<file path="src/lkvc_pkg.sv">
// Shared types and constants for the LRU key-value cache.
`default_nettype none
package lkvc_pkg;

  // Default number of entries
  localparam int CAPACITY_DEF = 4;

  // Operation codes carried on the cmd field
  localparam logic CMD_GET = 1'b0;
  localparam logic CMD_PUT = 1'b1;

  // Value returned by a get that misses
  localparam logic signed [31:0] MISS_VALUE = -32'sd1;

  // Controller states
  typedef enum logic [1:0] {
    ST_IDLE,
    ST_LOOKUP,
    ST_UPDATE
  } lkvc_state_t;

  // Commands from controller to datapath
  typedef struct packed {
    logic capture;  // latch the incoming item
    logic lookup;   // register compare results, issue data read
    logic commit;   // update entries and load the result register
  } lkvc_cmd_t;

  // Status from datapath to controller
  typedef struct packed {
    logic out_busy; // result register holds an item that is being stalled
  } lkvc_status_t;

endpackage
`default_nettype wire

</file>
<file path="src/lru_key_value_cache_top.sv">
// Top level of the LRU key-value cache.
// out_valid rises when an accepted item has passed the lookup and then the update step.
// The controller handles one item at a time: a new item is accepted only once the last has committed.
// A stalled result holds the update step until the result register frees.
// Reset (synchronous, active low) clears all valid bits, ranks, out_valid and the FSM;
// keys and values are left as they are and are read only once written.
`default_nettype none
module lru_key_value_cache_top
  import lkvc_pkg::*;
#(
  parameter int CAPACITY = CAPACITY_DEF
) (
  input  wire logic               clk,
  input  wire logic               rst_n,
  input  wire logic               in_valid,
  output logic                    in_stall,
  input  wire logic               in_cmd,
  input  wire logic [31:0]        in_key,
  input  wire logic signed [31:0] in_value,
  output logic                    out_valid,
  input  wire logic               out_stall,
  output logic                    out_hit,
  output logic signed [31:0]      out_read_value,
  output logic                    out_evicted
);

  lkvc_cmd_t    cmd;
  lkvc_status_t status;

  lkvc_ctrl u_ctrl (
    .clk      (clk),
    .rst_n    (rst_n),
    .in_valid (in_valid),
    .in_stall (in_stall),
    .status   (status),
    .cmd      (cmd)
  );

  lkvc_datapath #(
    .CAPACITY (CAPACITY)
  ) u_datapath (
    .clk            (clk),
    .rst_n          (rst_n),
    .in_cmd         (in_cmd),
    .in_key         (in_key),
    .in_value       (in_value),
    .cmd            (cmd),
    .status         (status),
    .out_valid      (out_valid),
    .out_stall      (out_stall),
    .out_hit        (out_hit),
    .out_read_value (out_read_value),
    .out_evicted    (out_evicted)
  );

endmodule
`default_nettype wire

</file>
<file path="src/lkvc_ctrl.sv">
// Controller state machine for the LRU key-value cache.
`default_nettype none
module lkvc_ctrl
  import lkvc_pkg::*;
(
  input  wire logic         clk,
  input  wire logic         rst_n,
  input  wire logic         in_valid,
  output logic              in_stall,
  input  wire lkvc_status_t status,
  output lkvc_cmd_t         cmd
);

  lkvc_state_t state_r, state_nxt;

  // State register
  always_ff @(posedge clk) begin
    if (!rst_n) begin
      state_r <= ST_IDLE;
    end else begin
      state_r <= state_nxt;
    end
  end

  // Next state and command decode
  always_comb begin
    state_nxt   = state_r;
    cmd         = '0;
    in_stall    = 1'b1;
    unique case (state_r)
      ST_IDLE: begin
        in_stall = 1'b0;
        if (in_valid) begin
          cmd.capture = 1'b1;
          state_nxt   = ST_LOOKUP;
        end
      end
      ST_LOOKUP: begin
        cmd.lookup = 1'b1;
        state_nxt  = ST_UPDATE;
      end
      ST_UPDATE: begin
        // wait here until the result register can take the item
        if (!status.out_busy) begin
          cmd.commit = 1'b1;
          state_nxt  = ST_IDLE;
        end
      end
      default: begin
        state_nxt = ST_IDLE;
      end
    endcase
  end

endmodule
`default_nettype wire

</file>
<file path="src/lkvc_datapath.sv">
// Entry storage, key compare, recency ranks and result register.
`default_nettype none
module lkvc_datapath
  import lkvc_pkg::*;
#(
  parameter int CAPACITY = CAPACITY_DEF
) (
  input  wire logic               clk,
  input  wire logic               rst_n,
  input  wire logic               in_cmd,
  input  wire logic [31:0]        in_key,
  input  wire logic signed [31:0] in_value,
  input  wire lkvc_cmd_t          cmd,
  output lkvc_status_t            status,
  output logic                    out_valid,
  input  wire logic               out_stall,
  output logic                    out_hit,
  output logic signed [31:0]      out_read_value,
  output logic                    out_evicted
);

  localparam int IW = (CAPACITY > 1) ? $clog2(CAPACITY) : 1;
  localparam logic [IW-1:0] RANK_OLDEST = IW'(CAPACITY - 1);

  // Captured item
  logic               cmd_r;
  logic [31:0]        key_r;
  logic signed [31:0] value_r;

  // Per-entry state
  logic [CAPACITY-1:0] valid_r;
  logic [31:0]         ekey_r  [CAPACITY];
  logic [IW-1:0]       rank_r  [CAPACITY];
  logic signed [31:0]  data_mem [CAPACITY];
  logic signed [31:0]  rd_data_r;

  // Lookup results
  logic          hit_r, full_r;
  logic [IW-1:0] tgt_r;
  logic [IW-1:0] tgt_rank_r;

  // Result register
  logic               out_valid_r;
  logic               out_hit_r;
  logic signed [31:0] out_value_r;
  logic               out_evicted_r;

  logic [CAPACITY-1:0] match;
  logic                hit_c, full_c;
  logic [IW-1:0]       hit_idx, free_idx, victim_idx, tgt_c;

  // Parallel key compare and victim / free slot search
  always_comb begin
    hit_c      = 1'b0;
    hit_idx    = '0;
    free_idx   = '0;
    victim_idx = '0;
    full_c     = &valid_r;
    for (int i = 0; i < CAPACITY; i++) begin
      match[i] = valid_r[i] && (ekey_r[i] == key_r);
    end
    // lowest index wins each search
    for (int i = CAPACITY - 1; i >= 0; i--) begin
      if (match[i]) begin
        hit_c   = 1'b1;
        hit_idx = IW'(i);
      end
      if (!valid_r[i]) begin
        free_idx = IW'(i);
      end
      if (rank_r[i] == RANK_OLDEST) begin
        victim_idx = IW'(i);
      end
    end
    if (hit_c) begin
      tgt_c = hit_idx;
    end else if (full_c) begin
      tgt_c = victim_idx;
    end else begin
      tgt_c = free_idx;
    end
  end

  // Item capture and lookup registers
  always_ff @(posedge clk) begin
    if (cmd.capture) begin
      cmd_r   <= in_cmd;
      key_r   <= in_key;
      value_r <= in_value;
    end
    if (cmd.lookup) begin
      hit_r      <= hit_c;
      full_r     <= full_c;
      tgt_r      <= tgt_c;
      tgt_rank_r <= rank_r[tgt_c];
    end
  end

  // Value memory: read at the hit entry, written on a put
  always_ff @(posedge clk) begin
    if (cmd.lookup) begin
      rd_data_r <= data_mem[hit_idx];
    end
    if (cmd.commit && cmd_r == CMD_PUT) begin
      data_mem[tgt_r] <= value_r;
    end
  end

  logic touch, fill;
  assign touch = hit_r || (cmd_r == CMD_PUT);
  assign fill  = (cmd_r == CMD_PUT) && !hit_r && !full_r;

  // Valid bits and recency ranks
  always_ff @(posedge clk) begin
    if (!rst_n) begin
      valid_r <= '0;
      for (int i = 0; i < CAPACITY; i++) begin
        rank_r[i] <= '0;
      end
    end else if (cmd.commit && touch) begin
      for (int i = 0; i < CAPACITY; i++) begin
        if (tgt_r == IW'(i)) begin
          rank_r[i] <= '0;
          valid_r[i] <= 1'b1;
        end else if (valid_r[i] && (fill || rank_r[i] < tgt_rank_r)) begin
          rank_r[i] <= rank_r[i] + 1'b1;
        end
      end
    end
  end

  // Keys, written on a put that misses
  always_ff @(posedge clk) begin
    for (int i = 0; i < CAPACITY; i++) begin
      if (cmd.commit && cmd_r == CMD_PUT && !hit_r && tgt_r == IW'(i)) begin
        ekey_r[i] <= key_r;
      end
    end
  end

  // Result register
  always_ff @(posedge clk) begin
    if (!rst_n) begin
      out_valid_r <= 1'b0;
    end else if (cmd.commit) begin
      out_valid_r <= 1'b1;
    end else if (!out_stall) begin
      out_valid_r <= 1'b0;
    end
  end

  always_ff @(posedge clk) begin
    if (cmd.commit) begin
      out_hit_r     <= hit_r;
      out_evicted_r <= (cmd_r == CMD_PUT) && !hit_r && full_r;
      if (cmd_r == CMD_PUT) begin
        out_value_r <= '0;
      end else if (hit_r) begin
        out_value_r <= rd_data_r;
      end else begin
        out_value_r <= MISS_VALUE;
      end
    end
  end

  assign status.out_busy = out_valid_r && out_stall;
  assign out_valid       = out_valid_r;
  assign out_hit         = out_hit_r;
  assign out_read_value  = out_value_r;
  assign out_evicted     = out_evicted_r;

endmodule
`default_nettype wire

</file>
<file path="config.mk">
export PLATFORM = sky130hd
export DESIGN_NAME = lru_key_value_cache_top
export DESIGN_NICKNAME = d
export VERILOG_FILES = /design/src/lkvc_pkg.sv /design/src/lru_key_value_cache_top.sv /design/src/lkvc_ctrl.sv /design/src/lkvc_datapath.sv
export SDC_FILE = /design/constraint.sdc
export NUM_CORES = 1
export LEC_CHECK = 0
export BUFFER_PORTS_ARGS = -buffer_cell sky130_fd_sc_hd__buf_2
export CORE_ASPECT_RATIO = 1.25
export CORE_MARGIN = 4
export CORE_UTILIZATION = 40
export DETAILED_ROUTE_END_ITERATION = 7
export GPL_ROUTABILITY_DRIVEN = 0
export PLACE_DENSITY = 0.62
export SLEW_MARGIN = 20
export SYNTH_ARGS = -nofsm -noshare
export SYNTH_HDL_FRONTEND = slang
export SYNTH_SLANG_ARGS = --single-unit
</file>
<file path="constraint.sdc">
create_clock -name clk -period 19.4 [get_ports clk]
set_input_delay 1.94 -clock clk [delete_from_list [all_inputs] [get_ports clk]]
set_output_delay 1.94 -clock clk [all_outputs]
set_load 0.03 [all_outputs]
</file>
Word-level counts from Yosys, hierarchy flattened --
Memories as Yosys holds them, arrays and structs flattened. A register that Yosys moved wholly into a read port is not among the register bits. Index checks and enable logic that the tools add are counted.
Word-level totals: RAM bits 264, input bits 69, register bits 110, logic and storage cells 181, memories 3
Cells by class: equal/unequal tests 16, reduce and logical (&&, ||, !) cells 37, magnitude comparators 4, bitwise operators 8, muxes and demuxes 94, $add $sub $neg 4
Memories:
- u_datapath.data_mem | depth 4, bits a word 32, rd ports 1, clocked after memory_dff 1, wr ports 1, line lkvc_datapath.sv:34 | logic signed [31:0] data_mem [CAPACITY];
- u_datapath.ekey_r | depth 4, bits a word 32, rd ports 4, clocked after memory_dff 0, wr ports 1, line lkvc_datapath.sv:32 | logic [31:0] ekey_r [CAPACITY];
- u_datapath.rank_r | depth 4, bits a word 2, rd ports 5, clocked after memory_dff 1, wr ports 4, line lkvc_datapath.sv:33 | logic [IW-1:0] rank_r [CAPACITY];
Operator list (count):
- == test 32 bit | 4
- two-way mux 32 bit | 4
- OR reduction 32 bit | 3
- two-way mux 1 bit | 62
- two-way mux 2 bit | 27
- logical AND 1 bit | 19
- == test 2 bit (second input constant) | 7
- AND reduction 2 bit | 5
- adder 2 x 1 -> 2 bit (second input constant) | 4
- < comparator 2 bit | 4
- OR 1 bit | 8
- case mux 2 bit (3 select lines) | 1
- logical OR 1 bit | 5
- == test 2 x 1 -> 1 bit (second input constant) | 2
- zero test 2 bit | 2
- != test 2 bit (second input constant) | 2
- AND reduction 4 bit | 1
- zero test 1 bit | 2
- != test 2 x 1 -> 1 bit (second input constant) | 1

Depth between registers and ports, before layout --
Gate-level depths: netlist of run 1.
word-level depth 12, gate-level depth with buffers 10, mapped depth without buffers 8

By module --
A second synthesis of run 1 with hierarchy kept.
Second synthesis, totals: cell total of the unflattened synthesis 923, area, all modules 16046.6 um2
By module, submodules not included:
- lkvc_datapath | area an instance 15942.8 um2, sequential area each 12141.6 um2, times used 1, cells each 912
- lkvc_ctrl | area an instance 103.8 um2, sequential area each 40.0 um2, times used 1, cells each 11

Worst setup path before layout of run 1 --
OpenSTA, ideal clock, no wires.
kind in2reg, from in out_stall, to mem u_datapath.ekey_r[0][0], enable pin, buffers on the path 0, stages 3, data required time 18898 ps, setup slack 11521 ps, data arrival time 7377 ps, cells stage by stage a21oi_1 > nand2_1 > nor4_1
On the way: longest elaborated chain between the ends 12
RTL lines:
- start: declaration | line lru_key_value_cache_top.sv:21 | input wire logic out_stall,
- logical AND 1 bit (*) | line lkvc_datapath.sv:166 | assign status.out_busy = out_valid_r && out_stall;
- two-way mux 1 bit (*) | line lkvc_ctrl.sv:44 | if (!status.out_busy) begin
- two-way mux 1 bit (*) | line lkvc_ctrl.sv:30 | unique case (state_r)
- logical AND 1 bit (*) (2 in a row) | line lkvc_datapath.sv:135 | if (cmd.commit && cmd_r == CMD_PUT && !hit_r && tgt_r == IW'(i)) begin
- logical AND 1 bit | line lkvc_datapath.sv:135
- two-way mux 1 bit | line lkvc_datapath.sv:135
- two-way mux 1 bit (not written as such) | line lkvc_datapath.sv:136 | ekey_r[i] <= key_r;
- OR reduction 32 bit (no line)
- two-way mux 2 bit (no line) / two-way mux 1 bit (equally long branches) (3 in a row)
- end: declaration | line lkvc_datapath.sv:32
Mark *: on every way between the ends. The rest lies on a longest branch, timed or not.

Worst setup path after layout of run 1 --
from reg u_datapath.key_r[13], to reg u_datapath.rd_data_r[4], read port of u_datapath.data_mem (data pin)
On the way: longest elaborated chain between the ends 6
RTL lines:
- start: declaration | line lkvc_datapath.sv:27 | logic [31:0] key_r;
- start signal: assignment | line lkvc_datapath.sv:88 | key_r <= in_key;
- == test 32 bit | line lkvc_datapath.sv:60 | match[i] = valid_r[i] && (ekey_r[i] == key_r);
- logical AND 1 bit | line lkvc_datapath.sv:60
- two-way mux 2 bit (3 in a row) | line lkvc_datapath.sv:64 | if (match[i]) begin
- two-way mux 2 bit (*) | line lkvc_datapath.sv:64
- end: declaration | line lkvc_datapath.sv:35 | logic signed [31:0] rd_data_r;
Marks and branches as above. A chain may end at the register's enable or synchronous reset.

==> results of run 1 <==
[path summary, 6_finish.rpt]
check	startpoint	to	slack [ps]	depth (start not counted)
worst min-delay path	u_datapath.value_r[7]$_DFFE_PP_	u_datapath.data_mem[1][7]$_DFFE_PP_	470	0
worst min register to register	u_datapath.value_r[7]$_DFFE_PP_	u_datapath.data_mem[1][7]$_DFFE_PP_	470	0
worst max-delay path	u_datapath.key_r[13]$_DFFE_PP_	u_datapath.rd_data_r[4]$_DFFE_PN_	15300	8
worst max register to register	u_datapath.key_r[13]$_DFFE_PP_	u_datapath.rd_data_r[4]$_DFFE_PN_	15300	8
[kinds of logic after synthesis]
| kind of cell | share of synthesized area, % |
|---|---|
| flops | 75.84 |
| simple gates | 6.061 |
| xor+xnor | 6.980 |
| mux | 5.983 |
| compound gates | 2.384 |
| buf+inv | 2.127 |
| fa+ha+maj | 0.6232 |
[per-layer routing]
metal	part of all wire (%)	track usage, %
met4	2.3	4.461
met2	52	26.00
met1	40	17.64
met3	5.4	2.797
met5	0.041	0
[cell usage in the layout, fill, tap and decap left out, types with 5 or more instances in the layout]
cell and n:
nand3_1 9, nand2b_1 9, buf_4 12, edfxtp_1 401, mux2i_1 96, inv_1 42, o21ai_0 10, o21a_1 5
buf_2 104, nand4_1 25, clkinvlp_4 9, dfxtp_1 7, or4_1 5, a21oi_1 38, xnor2_1 60, nor2_4 5
nor2_1 25, clkinv_2 9, clkinv_1 7, clkbuf_1 5, ha_1 8, nor3_1 7, clkbuf_16 43, nor4_1 25
nand2_1 24, xor2_1 68
[state kept, by name (all words and copies together), names as in the netlist, 4 cells and up]
register,flops
u_datapath.data_mem,128
u_datapath.ekey_r,128
u_datapath.key_r,32
u_datapath.out_read_value,32
u_datapath.rank_r,8
u_datapath.rd_data_r,32
u_datapath.valid_r,4
u_datapath.value_r,32
[stage by stage]
step / instances / worst slack (ps) / util, % / total power (uW)
after global routing: 1611 / 15020 / 47.21 / 1918
after detailed placement: 1531 / 14870 / 43.63 / 1092
after global placement: 1531 / 14930 / 43.63 / 1090
after floorplan: 937 / 11520 / - / 1059
after CTS: 1609 / 15180 / 47.07 / 1872
final: 1611 / 15300 / 47.21 / 1850
[area by class of cell]
class | instances | share of cell area, %
multi-input cells | 467 | 19.49
flip-flops and latches | 408 | 65.45
clock inverters | 30 | 1.405
inverters | 42 | 0.8470
clock buffers | 48 | 5.882
well taps | 498 | 3.348
repair buffers | 118 | 3.576
[worst reg2reg max path, cell delays in order (launching register included)]
cell      delay (ps)
edfxtp_1         540
xor2_1           220
nor4_1           700
nand4_1          220
or4_4            570
a211oi_4         240
buf_4            870
mux2i_1          350
mux2i_1          110
[power by group]
group | switching [uW] | internal, uW | leakage, uW
clock | 329 | 449 | 0.000639
sequential | 23.0 | 990 | 0.00373
combinational | 37.5 | 21.9 | 0.00172
==> impl_metrics.env, run 1 <==
export IMPL_cts_root_buf="clkbuf_16"
export IMPL_grt_pass1_vias=8475
export IMPL_syn_area_um2=16060
export IMPL_fillers=3302
export IMPL_ys_flop_type="edfxtp_1"
export IMPL_clkLatencyLatePin_ps=550
export IMPL_port_buffer_count=104
export IMPL_cap_violations=0
export IMPL_synth_edf_count=401
export IMPL_final_cell_area_um2=18610
export IMPL_regArea_um2=12180
export IMPL_holdBufCountCts=0
export IMPL_grt_start_max_net_pins=67
export IMPL_cts_buffer_depth=3
export IMPL_hold_violations=0
export IMPL_fmax_ghz=0.2438
export IMPL_crit_top_cell="mux2i_1"
export IMPL_ys_seq_area_share_pct=75.84
export IMPL_hold_class="reg -> reg"
export IMPL_layout_nets=1156
export IMPL_cp_arrival_ps=4380
export IMPL_grt_overflow_total=0
export IMPL_h_tree_depth=2
export IMPL_core_um2=39420
export IMPL_synth_top_cell_area_share_pct=74.97
export IMPL_async_flop_share_pct=0
export IMPL_report_final_setup_viol=0
export IMPL_cts_buffers=42
export IMPL_drive_gt1_share_pct=18.33
export IMPL_grt_usage_pct=14.45
export IMPL_area_growth_pct=15.88
export IMPL_cts_tree="built"
export IMPL_fin_hold_ws_ps=467.1
export IMPL_critical_path_top_delay_family="simple AND/OR/NAND/NOR gates"
export IMPL_fin_crit_ps=4102
export IMPL_cts_setup_buffers=0
export IMPL_status="complete, no violations"
export IMPL_power_leakage_uw=0.006087
export IMPL_power_density_nw_per_um2=99.38
export IMPL_grt_pass1_wl_um=48780
export IMPL_synth_seq_cells=408
export IMPL_drc_errors=0
export IMPL_vias=8215
export IMPL_viasPerCell=5.099
export IMPL_cp_slowest_cell="buf_4"
export IMPL_worstMarginPinSlew_ps=1117
export IMPL_peakVddDrop_mv=0.05762
export IMPL_synth_warnings=0
export IMPL_synth_common_cells="edfxtp_1, mux2i_1, xor2_1"
export IMPL_critical_path_max_stage_delay_ps=870
export IMPL_synth_most_common_cell="edfxtp_1"
export IMPL_wl_per_cell_um=19.69
export IMPL_clock_skew_ps=30.45
export IMPL_synth_fp_nets=1014
export IMPL_ys_types=45
export IMPL_tns_ps=0
export IMPL_critPathBufInv=1
export IMPL_synthCells=937
export IMPL_clock_sinks=408
export IMPL_crit_path_start_kind="flop"
export IMPL_antenna_found_initial=1
export IMPL_slew_headroom_pct=25.50
export IMPL_avgSynthCellArea_um2=17.14
export IMPL_finalMaxSlewViolations=0
export IMPL_post_dp_cell_area_um2=17200
export IMPL_rows=81
export IMPL_multi_input_area_um2=3628
export IMPL_detail_route_antenna_nets=0
export IMPL_worstPathMaxFanout=64
export IMPL_setup_worst_path_class="reg -> reg"
export IMPL_crit_path_end_kind="flop"
export IMPL_first_iter_violations=554
export IMPL_dr_pass1_iters=5
export IMPL_start_util_pct=40.74
export IMPL_diodes=0
export IMPL_die_area_um2=43440
export IMPL_post_route_period_util_pct=21.14
export IMPL_fp_dieW_um=187.2
export IMPL_path_cells="xor2_1 > nor4_1 > nand4_1 > or4_4 > a211oi_4 > buf_4 > mux2i_1 > mux2i_1"
export IMPL_pin_count=105
export IMPL_synthTopCellsByArea="edfxtp_1, mux2i_1, xor2_1, xnor2_1, a21oi_1"
export IMPL_path_clk_slew_ps=60
export IMPL_routed_wl_um=31730
export IMPL_dp_hpwl_um=19920
export IMPL_required_ps=19670
export IMPL_yosysTopAreaCell="edfxtp_1"
export IMPL_grt_setup_unrepaired="false"
export IMPL_die_h_um=232.0
export IMPL_ctsResizeCount=0
No activity file was read; power rests on OpenSTA's default activity.
==> run 2, diff against run 1 <==
Settings changed: ABC_AREA set to 1, PLACE_DENSITY 0.62 to 0.63.
Clock period 19.4 ns to 3.75 ns, I/O delays scaled along.
==> run 2 against run 1 <==
  * First-iteration DRC count grew 74%
  * Worst setup slack lost 15000 ps
  * Worst hold slack worse by 440 ps
  * Critical path depth increased by 5
  * Utilization is 0.40 points higher
  * Final area increased by 13%
  * Power rose to 5.3 times the previous value
  * Count of clock-buffer cells in the layout did not move
  * Critical path type unchanged
  * Critical endpoint is now u_datapath.rd_data_r[19]$_DFFE_PN_
==> impl_metrics.env, run 2 <==
export IMPL_start_util_pct=40.41
export IMPL_fp_dieW_um=196.8
export IMPL_fin_crit_ps=3295
export IMPL_report_final_setup_viol=0
export IMPL_regArea_um2=12180
export IMPL_reg_largest_list="u_datapath.data_mem (128), u_datapath.ekey_r (128)"
export IMPL_synth_fp_nets=1750
export IMPL_routed_wl_um=45440
export IMPL_synthCells=1673
export IMPL_cts_root_buf="clkbuf_16"
export IMPL_async_flop_share_pct=0
export IMPL_critical_path_max_stage_delay_ps=590
export IMPL_grt_start_max_net_pins=65
export IMPL_viasPerCell=4.988
export IMPL_cts_tree="built"
export IMPL_cap_violations=0
export IMPL_crit_top_cell="nand2_1"
export IMPL_power_switching_uw=2179
export IMPL_setup_worst_path_class="reg -> reg"
export IMPL_worstPathMaxFanout=32
export IMPL_mostFrequentLayoutCell="nand2_1"
export IMPL_status="complete, no violations"
export IMPL_crit_path_start_kind="flop"
export IMPL_synth_edf_count=401
export IMPL_die_area_um2=48030
export IMPL_ys_flop_type="edfxtp_1"
export IMPL_fin_hold_ws_ps=31.58
export IMPL_ys_seq_area_share_pct=68.33
export IMPL_multi_input_area_um2=4528
export IMPL_port_buffer_count=104
export IMPL_seqPwrFrac_pct=53.7
export IMPL_fmax_ghz=0.3035
export IMPL_cts_buffer_depth=3
export IMPL_clkLatencyLatePin_ps=580
export IMPL_clkPwrFrac_pct=41.6
export IMPL_synth_common_cells="nand2_1, edfxtp_1, inv_1"
export IMPL_wl_per_cell_um=18.44
export IMPL_required_ps=4060
export IMPL_grt_overflow_total=0
export IMPL_finalCoreUtilization_pct=47.61
export IMPL_grt_pass1_vias=12246
export IMPL_cp_slowest_cell="xnor2_1"
export IMPL_pin_count=105
export IMPL_antenna_found_initial=0
export IMPL_grt_pass1_wl_um=69670
export IMPL_clock_skew_ps=33.54
export IMPL_worstMarginPinSlew_ps=1022
export IMPL_synth_top_family_by_area="simple AND/OR/NAND/NOR gates"
export IMPL_dp_cells=2329
export IMPL_synth_xor_area_share_pct=1.860
export IMPL_yosysTopAreaCell="edfxtp_1"
export IMPL_synth_fa_ha_area_share_pct=0.5614
export IMPL_hold_class="in -> reg"
export IMPL_synth_compound_area_share_pct=1.502
export IMPL_hold_violations=0
export IMPL_grt_usage_pct=18.70
export IMPL_post_route_period_util_pct=87.87
export IMPL_area_growth_pct=17.82
export IMPL_ys_types=37
export IMPL_drc_errors=0
export IMPL_finalNonFillerCells=2465
export IMPL_path_cells="xnor2_1 > nand3_1 > nor2_1 > nand2_1 > nor2_1 > nand3_1 > nand2_1 > nand2_2 > nand2_2 > buf_4 > nand2_1 > nand3_1 > nand2_1"
export IMPL_tns_ps=0
export IMPL_path_clk_slew_ps=60
export IMPL_vias=12295
export IMPL_synth_seq_cells=408
export IMPL_slew_headroom_pct=31.72
export IMPL_layout_nets=1937
export IMPL_avgSynthCellArea_um2=10.66
export IMPL_combPwrFrac_pct=4.7
export IMPL_synth_top_cell_area_share_pct=67.54
export IMPL_finalMaxSlewViolations=0
export IMPL_cp_arrival_ps=3610
export IMPL_grt_setup_unrepaired="false"
export IMPL_synthTopCellsByArea="edfxtp_1, nand2_1, inv_1, nor2_1, nand3_1"
export IMPL_synth_most_common_cell="nand2_1"
export IMPL_final_cell_mix="nand2_1, edfxtp_1, inv_1"
export IMPL_yosys_mux_area_fraction_pct=0
export IMPL_cts_buffers=42
export IMPL_peakVddDrop_mv=0.3850
export IMPL_h_tree_depth=2
export IMPL_synth_warnings=0
export IMPL_fillers=3967
export IMPL_internal_power_uw=7539
export IMPL_diodes=0
export IMPL_die_h_um=244.0
export IMPL_power_leakage_uw=0.008671
export IMPL_clock_sinks=408
export IMPL_syn_area_um2=17830
export IMPL_p_sw_share_pct=22.42
export IMPL_core_um2=44120
export IMPL_rows=86
export IMPL_first_iter_violations=965
export IMPL_detail_route_antenna_nets=0
export IMPL_crit_path_end_kind="flop"
export IMPL_dp_hpwl_um=30960
export IMPL_drive_gt1_share_pct=11.67
export IMPL_yosys_area_share_simple_pct=21.10
export IMPL_power_density_nw_per_um2=462.7
export IMPL_dr_pass1_iters=5
export IMPL_ctsResizeCount=0
[run 2: cell types whose count changed after synthesis, moves of 41 or more]
| cell | change |
|---|---|
| mux2i_1 | -96 |
| nand3_1 | +127 |
| nand2_1 | +406 |
| xor2_1 | -51 |
| nor2_1 | +174 |
| xnor2_1 | -41 |
| inv_1 | +201 |
[run 2: worst paths after layout]
kind,startpoint,cells past startpoint,endpoint,slack (ps)
worst min-delay path,in_key[24],1,u_datapath.key_r[24]$_DFFE_PP_,30
worst max register to register,u_datapath.key_r[26]$_DFFE_PP_,13,u_datapath.rd_data_r[19]$_DFFE_PN_,450
worst min register to register,u_datapath.out_valid$_SDFFE_PN0P_,2,u_datapath.out_valid$_SDFFE_PN0P_,490
worst max-delay path,u_datapath.key_r[26]$_DFFE_PP_,13,u_datapath.rd_data_r[19]$_DFFE_PN_,450
[run 2: final cells by class]
class	instances	share of cell area [%]
Inverter	254	4.539
Clock inverter	29	1.257
Sequential cell	408	57.99
Multi-Input combinational cell	972	21.56
Timing Repair Buffer	182	6.088
Clock buffer	48	5.158
Tap cell	572	3.407
[run 2: metrics by stage]
step | worst slack, ps | area (um2) | total power [uW]
2_1_floorplan | 68.65 | 17830 | 5523
3_3_place_gp | 541.6 | 19070 | 5718
3_5_place_dp | 488.1 | 19070 | 5724
4_1_cts | 478.9 | 21010 | 9819
5_1_grt | 278.9 | 21010 | 10090
6_report | 454.8 | 21010 | 9718
[run 2: metal layers]
metal | global-route usage [%] | vias up | routed length (um)
met5 | 0 | - | 0
met4 | 8.996 | 0 | 2391
met3 | 2.660 | 124 | 2491
met2 | 33.07 | 462 | 22980
met1 | 22.35 | 5827 | 17590
li1 | - | 5882 | -
[run 2: worst max-delay path, delay by kind of cell (launching register included)]
family,cells,cell delay (ps)
buffers and inverters,1,350
DFF,1,530
xor gates and xnor gates,1,590
and+or+nand+nor,11,1560
[run 2: timing repair]
action | in CTS | in global routing
setup endpoints to repair | 0 | 0
hold endpoints to repair | 59 | 0
hold buffers | 59 | 0
setup buffers | 0 | 0
[run 2: cells by family (layout without fill, tap and decap cells)]
| logic type | after synthesis | in the layout |
|---|---|---|
| DFF | 408 | 408 |
| xor gates and xnor gates | 37 | 37 |
| and+or+nand+nor | 877 | 877 |
| buffers and inverters | 293 | 513 |
| adders and majority gates | 8 | 8 |
| AOI/OAI and AO/OA | 50 | 50 |
[run 2: power by group through the flow]
| stage | Combinational, uW | Clock (uW) | Sequential (uW) |
|---|---|---|---|
| CTS | 463 | 4140 | 5220 |
| floorplan | 231 | 0 | 5290 |
| global route | 507 | 4350 | 5230 |
| detailed placement | 411 | 0 | 5310 |
| global placement | 410 | 0 | 5310 |
| finish | 461 | 4040 | 5220 |
==> run 3, diff against run 2 <==
Settings changed: ABC_AREA 1 to not set, CAP_MARGIN set to 15, PLACE_DENSITY 0.63 to 0.64.
Clock period 3.75 ns to 2.7 ns, I/O delays scaled along.
==> run 3 against run 2 <==
  * The run now ends with negative setup slack left
  * Maximum frequency grew 7.4%
  * Die area shrank 9.6%
  * Sequential cell count is the same
  * Sequential share of layout area grew 1.5 points
  * First-iteration DRC count is 48% lower
  * Highest routed layer unchanged
==> impl_metrics.env, run 3 (same netlist as run 1, synthesis figures left out) <==
export IMPL_die_area_um2=43440
export IMPL_regArea_um2=12180
export IMPL_combPwrFrac_pct=5.0
export IMPL_busiest_layer="met2"
export IMPL_routed_wl_um=33700
export IMPL_critical_path_top_delay_family="simple AND/OR/NAND/NOR gates"
export IMPL_hold_class="in -> reg"
export IMPL_antenna_found_initial=0
export IMPL_pin_count=105
export IMPL_cts_buffers=42
export IMPL_multi_input_area_um2=3811
export IMPL_worstReg2RegStart="u_datapath.key_r[3]$_DFFE_PP_"
export IMPL_use_met2_pct=28.05
export IMPL_power_leakage_uw=0.007070
export IMPL_report_final_setup_viol=34
export IMPL_layout_nets=1327
export IMPL_dp_slack_ps=-439.7
export IMPL_fin_crit_ps=3069
export IMPL_setup_worst_path_class="reg -> reg"
export IMPL_fmax_ghz=0.3259
export IMPL_core_um2=39420
export IMPL_worstMarginPinSlew_ps=626.7
export IMPL_internal_power_uw=11060
export IMPL_wl_per_cell_um=18.91
export IMPL_fillers=3180
export IMPL_met3_usage_pct=3.143
export IMPL_cap_violations=0
export IMPL_finalMaxSlewViolations=0
export IMPL_r2r_end="u_datapath.rd_data_r[17]$_DFFE_PN_"
export IMPL_clock_skew_ps=21.35
export IMPL_port_buffer_count=104
export IMPL_grt_usage_pct=15.45
export IMPL_post_dp_cell_area_um2=18090
export IMPL_grt_setup_unrepaired="true"
export IMPL_drc_errors=0
export IMPL_start_util_pct=40.74
export IMPL_p_sw_share_pct=20.78
export IMPL_required_ps=3020
export IMPL_reg2reg_depth=10
export IMPL_path_cells="xnor2_1 > nand2_1 > or4b_1 > or4_4 > a211oi_4 > buf_4 > buf_12 > clkbuf_16 > mux2i_2 > mux2i_1"
export IMPL_vias=8784
export IMPL_setup_ws_ps=-368.6
export IMPL_power_density_nw_per_um2=682.2
export IMPL_crit_path_end_kind="flop"
export IMPL_viasPerCell=4.929
export IMPL_path_clk_slew_ps=60
export IMPL_rows=81
export IMPL_grt_overflow_total=0
export IMPL_worstPathMaxFanout=7
export IMPL_gr_usage_met1_pct=17.60
export IMPL_dp_hpwl_um=21610
export IMPL_clkLatencyLatePin_ps=570
export IMPL_seqPwrFrac_pct=51.6
export IMPL_peakVddDrop_mv=0.8584
export IMPL_diodes=0
export IMPL_finalCoreUtilization_pct=51.93
export IMPL_final_cell_area_um2=20470
export IMPL_critPathBufInv=3
export IMPL_final_cell_mix="edfxtp_1, buf_4, buf_2"
export IMPL_grt_start_max_net_pins=67
export IMPL_r2r_slack_ps=-370
export IMPL_cp_startpoint="u_datapath.key_r[3]$_DFFE_PP_"
export IMPL_area_growth_pct=27.48
export IMPL_violations="negative setup slack"
export IMPL_post_route_period_util_pct=113.7
export IMPL_cts_buffer_depth=3
export IMPL_drive_gt1_share_pct=26.25
export IMPL_reg_largest_list="u_datapath.data_mem (128), u_datapath.ekey_r (128)"
export IMPL_grt_pass1_vias=9179
export IMPL_cts_root_buf="clkbuf_16"
export IMPL_crit_path_start_kind="flop"
export IMPL_total_power_uw=13970
export IMPL_die_h_um=232.0
export IMPL_clkPwrFrac_pct=43.4
export IMPL_h_tree_depth=2
export IMPL_hold_violations=0
export IMPL_fp_dieW_um=187.2
export IMPL_cp_endpoint="u_datapath.rd_data_r[17]$_DFFE_PN_"
export IMPL_critical_path_max_stage_delay_ps=500
export IMPL_first_iter_violations=504
export IMPL_dr_pass1_iters=5
export IMPL_clock_sinks=408
export IMPL_mostFrequentLayoutCell="edfxtp_1"
export IMPL_slew_headroom_pct=57.78
export IMPL_grt_pass1_wl_um=51650
export IMPL_status="complete, but fails checks"
export IMPL_cp_num_cells=10
export IMPL_cp_arrival_ps=3380
export IMPL_cp_slowest_cell="or4b_1"
export IMPL_detail_route_antenna_nets=0
export IMPL_cts_tree="built"
export IMPL_power_switching_uw=2902
run 3: changes by cell type in the layout (fill, tap and decap cells not counted), sizes merged, moves of 96 or more:
cell   delta
nand2   -411
mux2i    +96
nor2    -175
buf      +98
inv     -213
nand3   -127
run 3: worst min-delay path by stage:
stage	startpoint	endpoint	slack [ps]	cells past startpoint
floorplan	in_cmd	u_datapath.cmd_r$_DFFE_PP_	370	0
CTS	rst_n	u_datapath.valid_r[2]$_SDFFE_PN0P_	40	2
detailed placement	in_key[4]	u_datapath.key_r[4]$_DFFE_PP_	450	1
finish	rst_n	u_datapath.valid_r[2]$_SDFFE_PN0P_	80	2
global placement	in_key[20]	u_datapath.key_r[20]$_DFFE_PP_	450	1
global route	rst_n	u_datapath.valid_r[3]$_SDFFE_PN0P_	60	2
run 3: metrics by stage:
stage               hold WS, ps  cells  setup TNS, ps
floorplan                 368.9    937         -13750
global placement          446.7   1629         -11080
detailed placement        448.1   1629         -12510
CTS                       36.63   1774          -9539
global route              60.37   1782         -14470
finish                    75.45   1782         -10470
run 3: metal layers:
| metal | routed length (um) | vias up | part of all wire, % |
|---|---|---|---|
| met5 | 0 | - | 0 |
| met2 | 17590 | 252 | 52 |
| met4 | 1397 | 0 | 4.1 |
| met1 | 13130 | 4245 | 39 |
| li1 | - | 4207 | - |
| met3 | 1592 | 80 | 4.7 |
run 3: what timing repair did:
action	in CTS	in global routing
cloned	0	2
endpoints found under the hold margin	66	0
hold buffers	66	0
buffers inserted	1	6
pin swaps	1	10
resized for setup	4	22
endpoints found under the setup margin	36	36
run 3: power by group through the flow:
stage	clock network [uW]	logic, uW	registers [uW]
global placement	0	604	7330
floorplan	0	245	7370
CTS	6240	691	7200
global route	6530	758	7210
detailed placement	0	614	7340
finish	6070	699	7200
run 3: final cells by class:
cell class | count | share of cell area, %
Sequential cell | 408 | 59.50
Multi-Input combinational cell | 467 | 18.61
Timing Repair Buffer | 289 | 10.83
Clock buffer | 49 | 5.408
Tap cell | 498 | 3.043
Clock inverter | 29 | 1.833
Inverter | 42 | 0.7700
